`src/rtl/ntp_pkg.sv`:
```
// Shared types, codes and the seventh-octave tone table for the note to tone period unit.
`timescale 1ns / 1ps

package ntp_pkg;

   localparam int CHAR_W     = 8;
   localparam int TONE_W     = 16;
   localparam int RELOAD_W   = 32;
   localparam int BUS_CLK_W  = 27;
   localparam int PRESCALE_W = 16;
   localparam int DIVISOR_W  = TONE_W + 1;
   localparam int SHIFT_W    = 3;
   localparam int REQ_DATA_W = 3 * CHAR_W;
   localparam int RSP_DATA_W = 56;

   localparam logic [BUS_CLK_W-1:0]  BUS_CLK_RESET  = BUS_CLK_W'(8000000);
   localparam logic [PRESCALE_W-1:0] PRESCALE_RESET = '0;

   localparam logic [CHAR_W-1:0] CHAR_NUL   = 8'h00;
   localparam logic [CHAR_W-1:0] CHAR_ZERO  = 8'h30;
   localparam logic [CHAR_W-1:0] CHAR_NINE  = 8'h39;
   localparam logic [CHAR_W-1:0] CHAR_SHARP = 8'h23;
   localparam logic [CHAR_W-1:0] CHAR_A     = 8'h41;
   localparam logic [CHAR_W-1:0] CHAR_C     = 8'h43;
   localparam logic [CHAR_W-1:0] CHAR_D     = 8'h44;
   localparam logic [CHAR_W-1:0] CHAR_E     = 8'h45;
   localparam logic [CHAR_W-1:0] CHAR_F     = 8'h46;
   localparam logic [CHAR_W-1:0] CHAR_G     = 8'h47;
   localparam logic [CHAR_W-1:0] CHAR_H     = 8'h48;

   typedef enum logic [1:0] {
      ACT_STOP  = 2'd0,
      ACT_LOAD  = 2'd1,
      ACT_ERROR = 2'd2
   } ntp_action_type;

   typedef enum logic [0:0] {
      CSR_BUS_CLOCK = 1'b0,
      CSR_PRESCALE  = 1'b1
   } ntp_csr_type;

   typedef struct packed {
      logic              hit;
      logic [TONE_W-1:0] freq;
   } ntp_tone_type;

   function automatic ntp_tone_type tone_lookup(input logic [CHAR_W-1:0] note,
                                                input logic sharp);
      ntp_tone_type t;
      t.hit  = 1'b1;
      t.freq = '0;
      unique case (note)
         CHAR_C:  t.freq = sharp ? 16'd22175 : 16'd20930;
         CHAR_D:  t.freq = sharp ? 16'd24890 : 16'd23493;
         CHAR_E:  t.freq = sharp ? 16'd27938 : 16'd26370;
         CHAR_F:  t.freq = sharp ? 16'd29600 : 16'd27938;
         CHAR_G:  t.freq = sharp ? 16'd33224 : 16'd31360;
         CHAR_A:  t.freq = sharp ? 16'd37293 : 16'd35200;
         CHAR_H:  t.freq = sharp ? 16'd41860 : 16'd39511;
         default: t.hit  = 1'b0;
      endcase
      return t;
   endfunction

   function automatic logic is_octave_digit(input logic [CHAR_W-1:0] c);
      return (c > CHAR_ZERO) && (c < CHAR_NINE);
   endfunction

endpackage

```
`src/rtl/ntp_divider.sv`:
```
// Bit-serial restoring divider: 32-bit dividend, 17-bit divisor, one quotient bit per cycle.
`timescale 1ns / 1ps

module ntp_divider
   import ntp_pkg::*;
(
   input  logic                  clock,
   input  logic                  reset,
   input  logic                  start,
   input  logic [RELOAD_W-1:0]   dividend,
   input  logic [DIVISOR_W-1:0]  divisor,
   output logic                  done,
   output logic [RELOAD_W-1:0]   quotient
);

   localparam int CNT_W = $clog2(RELOAD_W);

   logic [DIVISOR_W-1:0] rem_ff, rem_in;
   logic [DIVISOR_W-1:0] div_ff, div_in;
   logic [RELOAD_W-1:0]  quo_ff, quo_in;
   logic [CNT_W-1:0]     cnt_ff, cnt_in;
   logic                 busy_ff, busy_in;
   logic                 done_ff, done_in;
   logic [DIVISOR_W:0]   trial;
   logic [DIVISOR_W:0]   diff;

   always_comb begin
      trial   = {rem_ff, quo_ff[RELOAD_W-1]};
      diff    = trial - {1'b0, div_ff};
      rem_in  = rem_ff;
      div_in  = div_ff;
      quo_in  = quo_ff;
      cnt_in  = cnt_ff;
      busy_in = busy_ff;
      done_in = 1'b0;
      if (start) begin
         rem_in  = '0;
         div_in  = divisor;
         quo_in  = dividend;
         cnt_in  = CNT_W'(RELOAD_W - 1);
         busy_in = 1'b1;
      end else if (busy_ff) begin
         if (!diff[DIVISOR_W]) begin
            rem_in = diff[DIVISOR_W-1:0];
            quo_in = {quo_ff[RELOAD_W-2:0], 1'b1};
         end else begin
            rem_in = trial[DIVISOR_W-1:0];
            quo_in = {quo_ff[RELOAD_W-2:0], 1'b0};
         end
         cnt_in = cnt_ff - 1'b1;
         if (cnt_ff == '0) begin
            busy_in = 1'b0;
            done_in = 1'b1;
         end
      end
   end

   always_ff @(posedge clock) begin
      rem_ff <= rem_in;
      div_ff <= div_in;
      quo_ff <= quo_in;
      cnt_ff <= cnt_in;
      if (reset) begin
         busy_ff <= 1'b0;
         done_ff <= 1'b0;
      end else begin
         busy_ff <= busy_in;
         done_ff <= done_in;
      end
   end

   assign done     = done_ff;
   assign quotient = quo_ff;

   a_no_restart: assert property (@(posedge clock) disable iff (reset)
      start |-> !busy_ff)
      else $error("divider restarted while busy");

endmodule

```
`src/rtl/note_to_tone_period_unit.sv`:
```
// Top level: note command to tone timer reload value, with serial octave shift and division.
//
//   channel   dir   handshake              payload
//   req_      in    req_tvalid/req_tready  tdata: note, modifier, octave characters
//   rsp_      out   rsp_tvalid/rsp_tready  tdata: action, reload value, tone frequency
//   csr_      in    csr_wen                csr_index, csr_wdata
//
// Stop request: result passes through ST_DONE into the output register. Tone request: up to
// 7 serial halvings, then two 32-step passes of the shared restoring divider, then ST_DONE.
// Reset clears control state, the kept tone and both registers to their reset values.
// A finished result waits in the output register while the next request is taken; a
// further result holds inside until the output register is free.
`timescale 1ns / 1ps

module note_to_tone_period_unit
   import ntp_pkg::*;
(
   input  logic                   clock,
   input  logic                   reset,
   input  logic                   req_tvalid,
   output logic                   req_tready,
   input  logic [REQ_DATA_W-1:0]  req_tdata,   // note_char, modifier_char, octave_char
   output logic                   rsp_tvalid,
   input  logic                   rsp_tready,
   output logic [RSP_DATA_W-1:0]  rsp_tdata,   // action, reload_value, tone_tenths_hz, zeros
   input  logic                   csr_wen,
   input  logic [0:0]             csr_index,
   input  logic [BUS_CLK_W-1:0]   csr_wdata
);

   typedef enum logic [4:0] {
      ST_IDLE  = 5'b00001,
      ST_HALVE = 5'b00010,
      ST_DIV1  = 5'b00100,
      ST_DIV2  = 5'b01000,
      ST_DONE  = 5'b10000
   } ntp_state_type;

   ntp_state_type         state_ff, state_in;
   logic [BUS_CLK_W-1:0]  bus_clk_ff;
   logic [PRESCALE_W-1:0] prescale_ff;
   logic [TONE_W-1:0]     kept_ff, kept_in;
   logic [TONE_W-1:0]     freq_ff, freq_in;
   logic [SHIFT_W-1:0]    shift_ff, shift_in;
   ntp_action_type        res_act_ff, res_act_in;
   logic [RELOAD_W-1:0]   res_reload_ff, res_reload_in;
   logic [TONE_W-1:0]     res_tone_ff, res_tone_in;
   logic                  rsp_valid_ff, rsp_valid_in;
   ntp_action_type        rsp_act_ff, rsp_act_in;
   logic [RELOAD_W-1:0]   rsp_reload_ff, rsp_reload_in;
   logic [TONE_W-1:0]     rsp_tone_ff, rsp_tone_in;

   logic [CHAR_W-1:0]     note_char;
   logic [CHAR_W-1:0]     modifier_char;
   logic [CHAR_W-1:0]     octave_char;
   logic                  req_fire;
   ntp_tone_type          tone;
   logic [3:0]            pitch;
   logic                  div_start;
   logic [RELOAD_W-1:0]   div_dividend;
   logic [DIVISOR_W-1:0]  div_divisor;
   logic                  div_done;
   logic [RELOAD_W-1:0]   div_quotient;

   assign note_char     = req_tdata[CHAR_W-1:0];
   assign modifier_char = req_tdata[2*CHAR_W-1:CHAR_W];
   assign octave_char   = req_tdata[3*CHAR_W-1:2*CHAR_W];
   assign req_tready    = (state_ff == ST_IDLE);
   assign req_fire      = req_tvalid && req_tready;

   // pick the octave digit: modifier first, then octave, else none
   always_comb begin
      tone = tone_lookup(note_char, modifier_char == CHAR_SHARP);
      if (modifier_char != CHAR_SHARP && is_octave_digit(modifier_char)) begin
         pitch = modifier_char[3:0];
      end else if (is_octave_digit(octave_char)) begin
         pitch = octave_char[3:0];
      end else begin
         pitch = 4'd0;
      end
   end

   always_comb begin
      state_in      = state_ff;
      kept_in       = kept_ff;
      freq_in       = freq_ff;
      shift_in      = shift_ff;
      res_act_in    = res_act_ff;
      res_reload_in = res_reload_ff;
      res_tone_in   = res_tone_ff;
      rsp_valid_in  = rsp_valid_ff && !rsp_tready;
      rsp_act_in    = rsp_act_ff;
      rsp_reload_in = rsp_reload_ff;
      rsp_tone_in   = rsp_tone_ff;
      div_start     = 1'b0;
      div_dividend  = {{(RELOAD_W-BUS_CLK_W){1'b0}}, bus_clk_ff};
      div_divisor   = {1'b0, prescale_ff} + 1'b1;
      unique case (state_ff)
         ST_IDLE: begin
            if (req_fire) begin
               if (note_char == CHAR_ZERO || note_char == CHAR_NUL) begin
                  res_act_in    = ACT_STOP;
                  res_reload_in = '0;
                  res_tone_in   = '0;
                  state_in      = ST_DONE;
               end else begin
                  freq_in  = tone.hit ? tone.freq : kept_ff;
                  shift_in = pitch[3] ? '0 : ~pitch[SHIFT_W-1:0];
                  state_in = ST_HALVE;
               end
            end
         end
         ST_HALVE: begin
            if (shift_ff == '0) begin
               kept_in = freq_ff;
               if (freq_ff == '0) begin
                  res_act_in    = ACT_ERROR;
                  res_reload_in = '0;
                  res_tone_in   = '0;
                  state_in      = ST_DONE;
               end else begin
                  div_start = 1'b1;
                  state_in  = ST_DIV1;
               end
            end else begin
               freq_in  = freq_ff >> 1;
               shift_in = shift_ff - 1'b1;
            end
         end
         ST_DIV1: begin
            if (div_done) begin
               div_start    = 1'b1;
               div_dividend = (div_quotient << 3) + (div_quotient << 1);
               div_divisor  = {freq_ff, 1'b0};
               state_in     = ST_DIV2;
            end
         end
         ST_DIV2: begin
            if (div_done) begin
               res_act_in    = ACT_LOAD;
               res_reload_in = div_quotient - 1'b1;
               res_tone_in   = freq_ff;
               state_in      = ST_DONE;
            end
         end
         ST_DONE: begin
            if (!rsp_valid_ff || rsp_tready) begin
               rsp_valid_in  = 1'b1;
               rsp_act_in    = res_act_ff;
               rsp_reload_in = res_reload_ff;
               rsp_tone_in   = res_tone_ff;
               state_in      = ST_IDLE;
            end
         end
         default: state_in = ST_IDLE;
      endcase
   end

   always_ff @(posedge clock) begin
      freq_ff       <= freq_in;
      shift_ff      <= shift_in;
      res_act_ff    <= res_act_in;
      res_reload_ff <= res_reload_in;
      res_tone_ff   <= res_tone_in;
      rsp_act_ff    <= rsp_act_in;
      rsp_reload_ff <= rsp_reload_in;
      rsp_tone_ff   <= rsp_tone_in;
      if (reset) begin
         state_ff     <= ST_IDLE;
         kept_ff      <= '0;
         rsp_valid_ff <= 1'b0;
         bus_clk_ff   <= BUS_CLK_RESET;
         prescale_ff  <= PRESCALE_RESET;
      end else begin
         state_ff     <= state_in;
         kept_ff      <= kept_in;
         rsp_valid_ff <= rsp_valid_in;
         if (csr_wen) begin
            unique case (csr_index)
               CSR_BUS_CLOCK: bus_clk_ff  <= csr_wdata;
               CSR_PRESCALE:  prescale_ff <= csr_wdata[PRESCALE_W-1:0];
               default:       bus_clk_ff  <= bus_clk_ff;
            endcase
         end
      end
   end

   ntp_divider u_divider (
      .clock    (clock),
      .reset    (reset),
      .start    (div_start),
      .dividend (div_dividend),
      .divisor  (div_divisor),
      .done     (div_done),
      .quotient (div_quotient)
   );

   assign rsp_tvalid = rsp_valid_ff;
   assign rsp_tdata  = {{(RSP_DATA_W-2-RELOAD_W-TONE_W){1'b0}},
                        rsp_tone_ff, rsp_reload_ff, rsp_act_ff};

   a_error_zero: assert property (@(posedge clock) disable iff (reset)
      rsp_valid_ff && rsp_act_ff == ACT_ERROR |-> rsp_reload_ff == '0 && rsp_tone_ff == '0)
      else $error("error result carries nonzero fields");

   a_load_tone: assert property (@(posedge clock) disable iff (reset)
      rsp_valid_ff && rsp_act_ff == ACT_LOAD |-> rsp_tone_ff != '0)
      else $error("load result with zero tone");

   a_busy_after_accept: assert property (@(posedge clock) disable iff (reset)
      req_fire |=> !req_tready)
      else $error("request taken while previous one in flight");

   a_kept_update: assert property (@(posedge clock) disable iff (reset)
      !$past(reset) && !$stable(kept_ff) |-> $past(state_ff == ST_HALVE))
      else $error("kept tone changed outside the octave shift");

endmodule
```
`config.mk`:
```
export PLATFORM = sky130hd
export DESIGN_NAME = note_to_tone_period_unit
export DESIGN_NICKNAME = d
export VERILOG_FILES = /design/src/rtl/ntp_pkg.sv /design/src/rtl/ntp_divider.sv /design/src/rtl/note_to_tone_period_unit.sv
export SDC_FILE = /design/constraint.sdc
export NUM_CORES = 1
export LEC_CHECK = 0
export ABC_AREA = 1
export BUFFER_PORTS_ARGS = -buffer_cell sky130_fd_sc_hd__buf_2
export CORE_MARGIN = 2
export CORE_UTILIZATION = 61
export CTS_CLUSTER_SIZE = 28
export DETAILED_ROUTE_END_ITERATION = 7
export PLACE_DENSITY = 0.86
export SETUP_SLACK_MARGIN = 0.02
export SYNTH_ARGS = -nofsm -noshare
export SYNTH_HDL_FRONTEND = slang
export SYNTH_SLANG_ARGS = --single-unit
```
`constraint.sdc`:
```
create_clock -name clock -period 4.4 [get_ports clock]
set_input_delay 0.66 -clock clock [delete_from_list [all_inputs] [get_ports clock]]
set_output_delay 0.66 -clock clock [all_outputs]
set_load 0.03 [all_outputs]
```
==> run metrics <==
clock root cell clkbuf_16; synthesized cell area 14600 um^2; area leader, netlist edfxtp_1; Hold Crit Class in2reg; Worst-Margin Slew 1.07 ns; Ys Warns 0; initial antenna violation count 0; RSZ-0062 raised after global routing false; Row Count 56; Fmax achieved 344 MHz; crit path kind reg2reg; dominant cells by area after synthesis edfxtp_1 35%, nand2_1 13%, dfxtp_1 12%, nor2_1 6.4%, inv_1 6.0%; die area 25200 um^2; reg-to-reg endpoint u_divider.quotient[22]; ys flop type edfxtp_1; H-tree depth 1; max-cap viol count 0; Worst VDD drop 0.238 mV; crit path time final 2.91 ns; crit path launch type register; worst reg2reg path depth 11; total grt overflow 0; met1 Use GR 40.3%; Seq cells post-synth 257; Critical Path Start state_ff[1]; Initial DRC Count 1299; status finished, final reports clean; CTS max path bufs 3; setup TNS 0 ns; most utilized layer in the global route result met2; Overall Global Routing Usage 30.4%; Post-CTS Setup Inserts 0; WP data required 4.58 ns; first-pass iteration count of the detailed router 6; Post-Syn Instances 1884; post-synth cell types 49; Slew headroom 28.6%; Num CTS Buffers 27; FF-to-FF Start state_ff[1]; share of layout cells above drive strength 1 10.0%; # diodes 0; Setup Skew 0.0261 ns; Die Y 159 um; Avg Synthesized Cell Area 7.76 um^2; pin count of the biggest net entering global routing 52; Core ar. 23500 um^2; vias in the first global route 12600; Final Hold Viols 0; Final HPWL DP 29.0 mm; I/O pin total 115; TritonCTS clock tree yes; die width 159 um; area grow syn2layout 11.1%; CTS clk-pin slew, worst paths 0.07 ns; Tcrit/Tclk final 66.1%; area share of the largest cell type after synthesis 34.5%; vias per inst 5.72; asr flop ratio synth 0%; Post-CTS Hold Fix Bufs 0; clock sink count 257; EDFF count, synth 168; Resize count post-CTS 0; crit-path max FO 40; WL final 38.9 mm; leakage 7.44 nW; DR vias 13300; sequential area share after synthesis 46.7%; routed length per instance 16.7 um; final antenna-violating net count 0; port bufs 108; Reg2Reg Setup Slack 1.49 ns; Final setup viols 0; Post-route DRC 0; Setup crit end u_divider.quotient[22]; GRT met3 Usage 4.41%; max-slew violation count 0; GRT met2 Usage 49.1%; PwrDens 328 nW/um^2; WP data arrival 3.09 ns; Final #Nets 2091; CP Capture Type register; initial core utilization 62.3%; Worst-Skew Late Latency 0.56 ns; first-pass GRT wire length 62.7 mm; Setup WS pre-CTS 1.34 ns; setup ws final 1.49 ns; GP Congestion 0.982
-- layer usage --
layer  part of all wire (%)  vias up
met3                    8.5      143
met5                      0        -
li1                       -     6403
met4                    5.1        0
met1                     40     6051
met2                     46      688
-- state kept, by name (all words and copies together) (netlist names) --
register,flops
u_divider.quotient,32
rsp_act_ff,2
res_reload_ff,32
freq_ff,16
state_ff,5
prescale_ff,16
kept_ff,16
u_divider.rem_ff,17
u_divider.done,1
u_divider.div_ff,17
u_divider.busy_ff,1
res_act_ff,2
shift_ff,3
rsp_tvalid,1
rsp_tone_ff,16
u_divider.cnt_ff,5
res_tone_ff,16
bus_clk_ff,27
rsp_reload_ff,32
-- cells in the final DEF, fill, tap and decap left out, types with 10 or more instances in the layout --
| master | instances |
|---|---|
| nand2_1 | 504 |
| nor2_1 | 249 |
| inv_1 | 233 |
| edfxtp_1 | 168 |
| nand3_1 | 149 |
| o21ai_0 | 112 |
| buf_2 | 108 |
| dfxtp_1 | 89 |
| a21oi_1 | 85 |
| ha_1 | 50 |
| clkbuf_16 | 27 |
| nand4_1 | 26 |
| nor3_1 | 18 |
| xnor2_1 | 16 |
| xor2_1 | 14 |
| a211oi_1 | 10 |
-- worst min-delay path by stage --
stage / endpoint / slack (ns) / cells after the start / from
CTS: bus_clk_ff[19] / 0.32 / 3 / csr_wdata[19]
finish: bus_clk_ff[19] / 0.34 / 3 / csr_wdata[19]
global placement: rsp_reload_ff[24] / 0.40 / 0 / res_reload_ff[24]
global route: bus_clk_ff[19] / 0.33 / 3 / csr_wdata[19]
detailed placement: rsp_reload_ff[15] / 0.40 / 0 / res_reload_ff[15]
floorplan: rsp_act_ff[0] / 0.40 / 0 / res_act_ff[0]
-- report_power, final --
part	total, mW	internal [mW]	switching (mW)	leakage [nW]
combinational	0.354	0.0964	0.257	4.64
clock	2.27	1.30	0.977	0.433
sequential	2.69	2.64	0.0522	2.36
-- cell usage after synthesis, types with 10 or more instances --
cell type    n
nand4_1     26
xor2_1      14
a211oi_1    10
nand2_1    504
a21oi_1     86
xnor2_1     16
dfxtp_1     89
nor2_1     250
nand3_1    149
o21ai_0    112
nor3_1      19
ha_1        50
buf_4       13
edfxtp_1   168
inv_1      234
clkbuf_1    25
-- through the flow --
stage	instance area [um^2]	utilization [%]	power (mW)	hold WS, ns	cells
after floorplan	14600	-	2.95	0.400	1889
after global placement	15400	65.4	3.07	0.402	2272
after detailed placement	15400	65.4	3.09	0.405	2272
after CTS	16200	69.2	5.33	0.325	2322
after global routing	16200	69.2	5.48	0.334	2322
final	16200	69.2	5.32	0.340	2322
-- critical path, stage by stage, from the launching register on --
cell	delay (ns)
dfxtp_1	0.34
inv_1	0.07
nor2_1	0.09
and3_1	0.16
buf_4	0.26
inv_4	0.18
nor2_8	0.36
nand2_8	0.12
nand2_8	0.30
nor2_8	0.12
inv_1	0.08
buf_4	0.41
-- cell type report --
type,instances,area [um^2]
Clock buffer,35,726
Clock inverter,15,154
Fill cell,1885,7240
Inverter,242,912
Multi-Input combinational cell,1339,6620
Sequential cell,257,6830
Tap cell,319,399
Timing Repair Buffer,115,593
-- cell families (layout without fill, tap and decap cells) --
kind of cell	count (synthesis)	after routing	synth area share [%]
AO/OA/AOI/OAI	249	249	9.29
XOR/XNOR	30	30	1.80
adder cells (fa/ha/maj)	52	52	4.55
buffers and inverters	293	407	8.24
flip-flops	257	257	46.7
other	1	6	0.0257
AND/OR/NAND/NOR	1002	1002	29.4
Note: power is estimated with default switching activity, not from simulation.
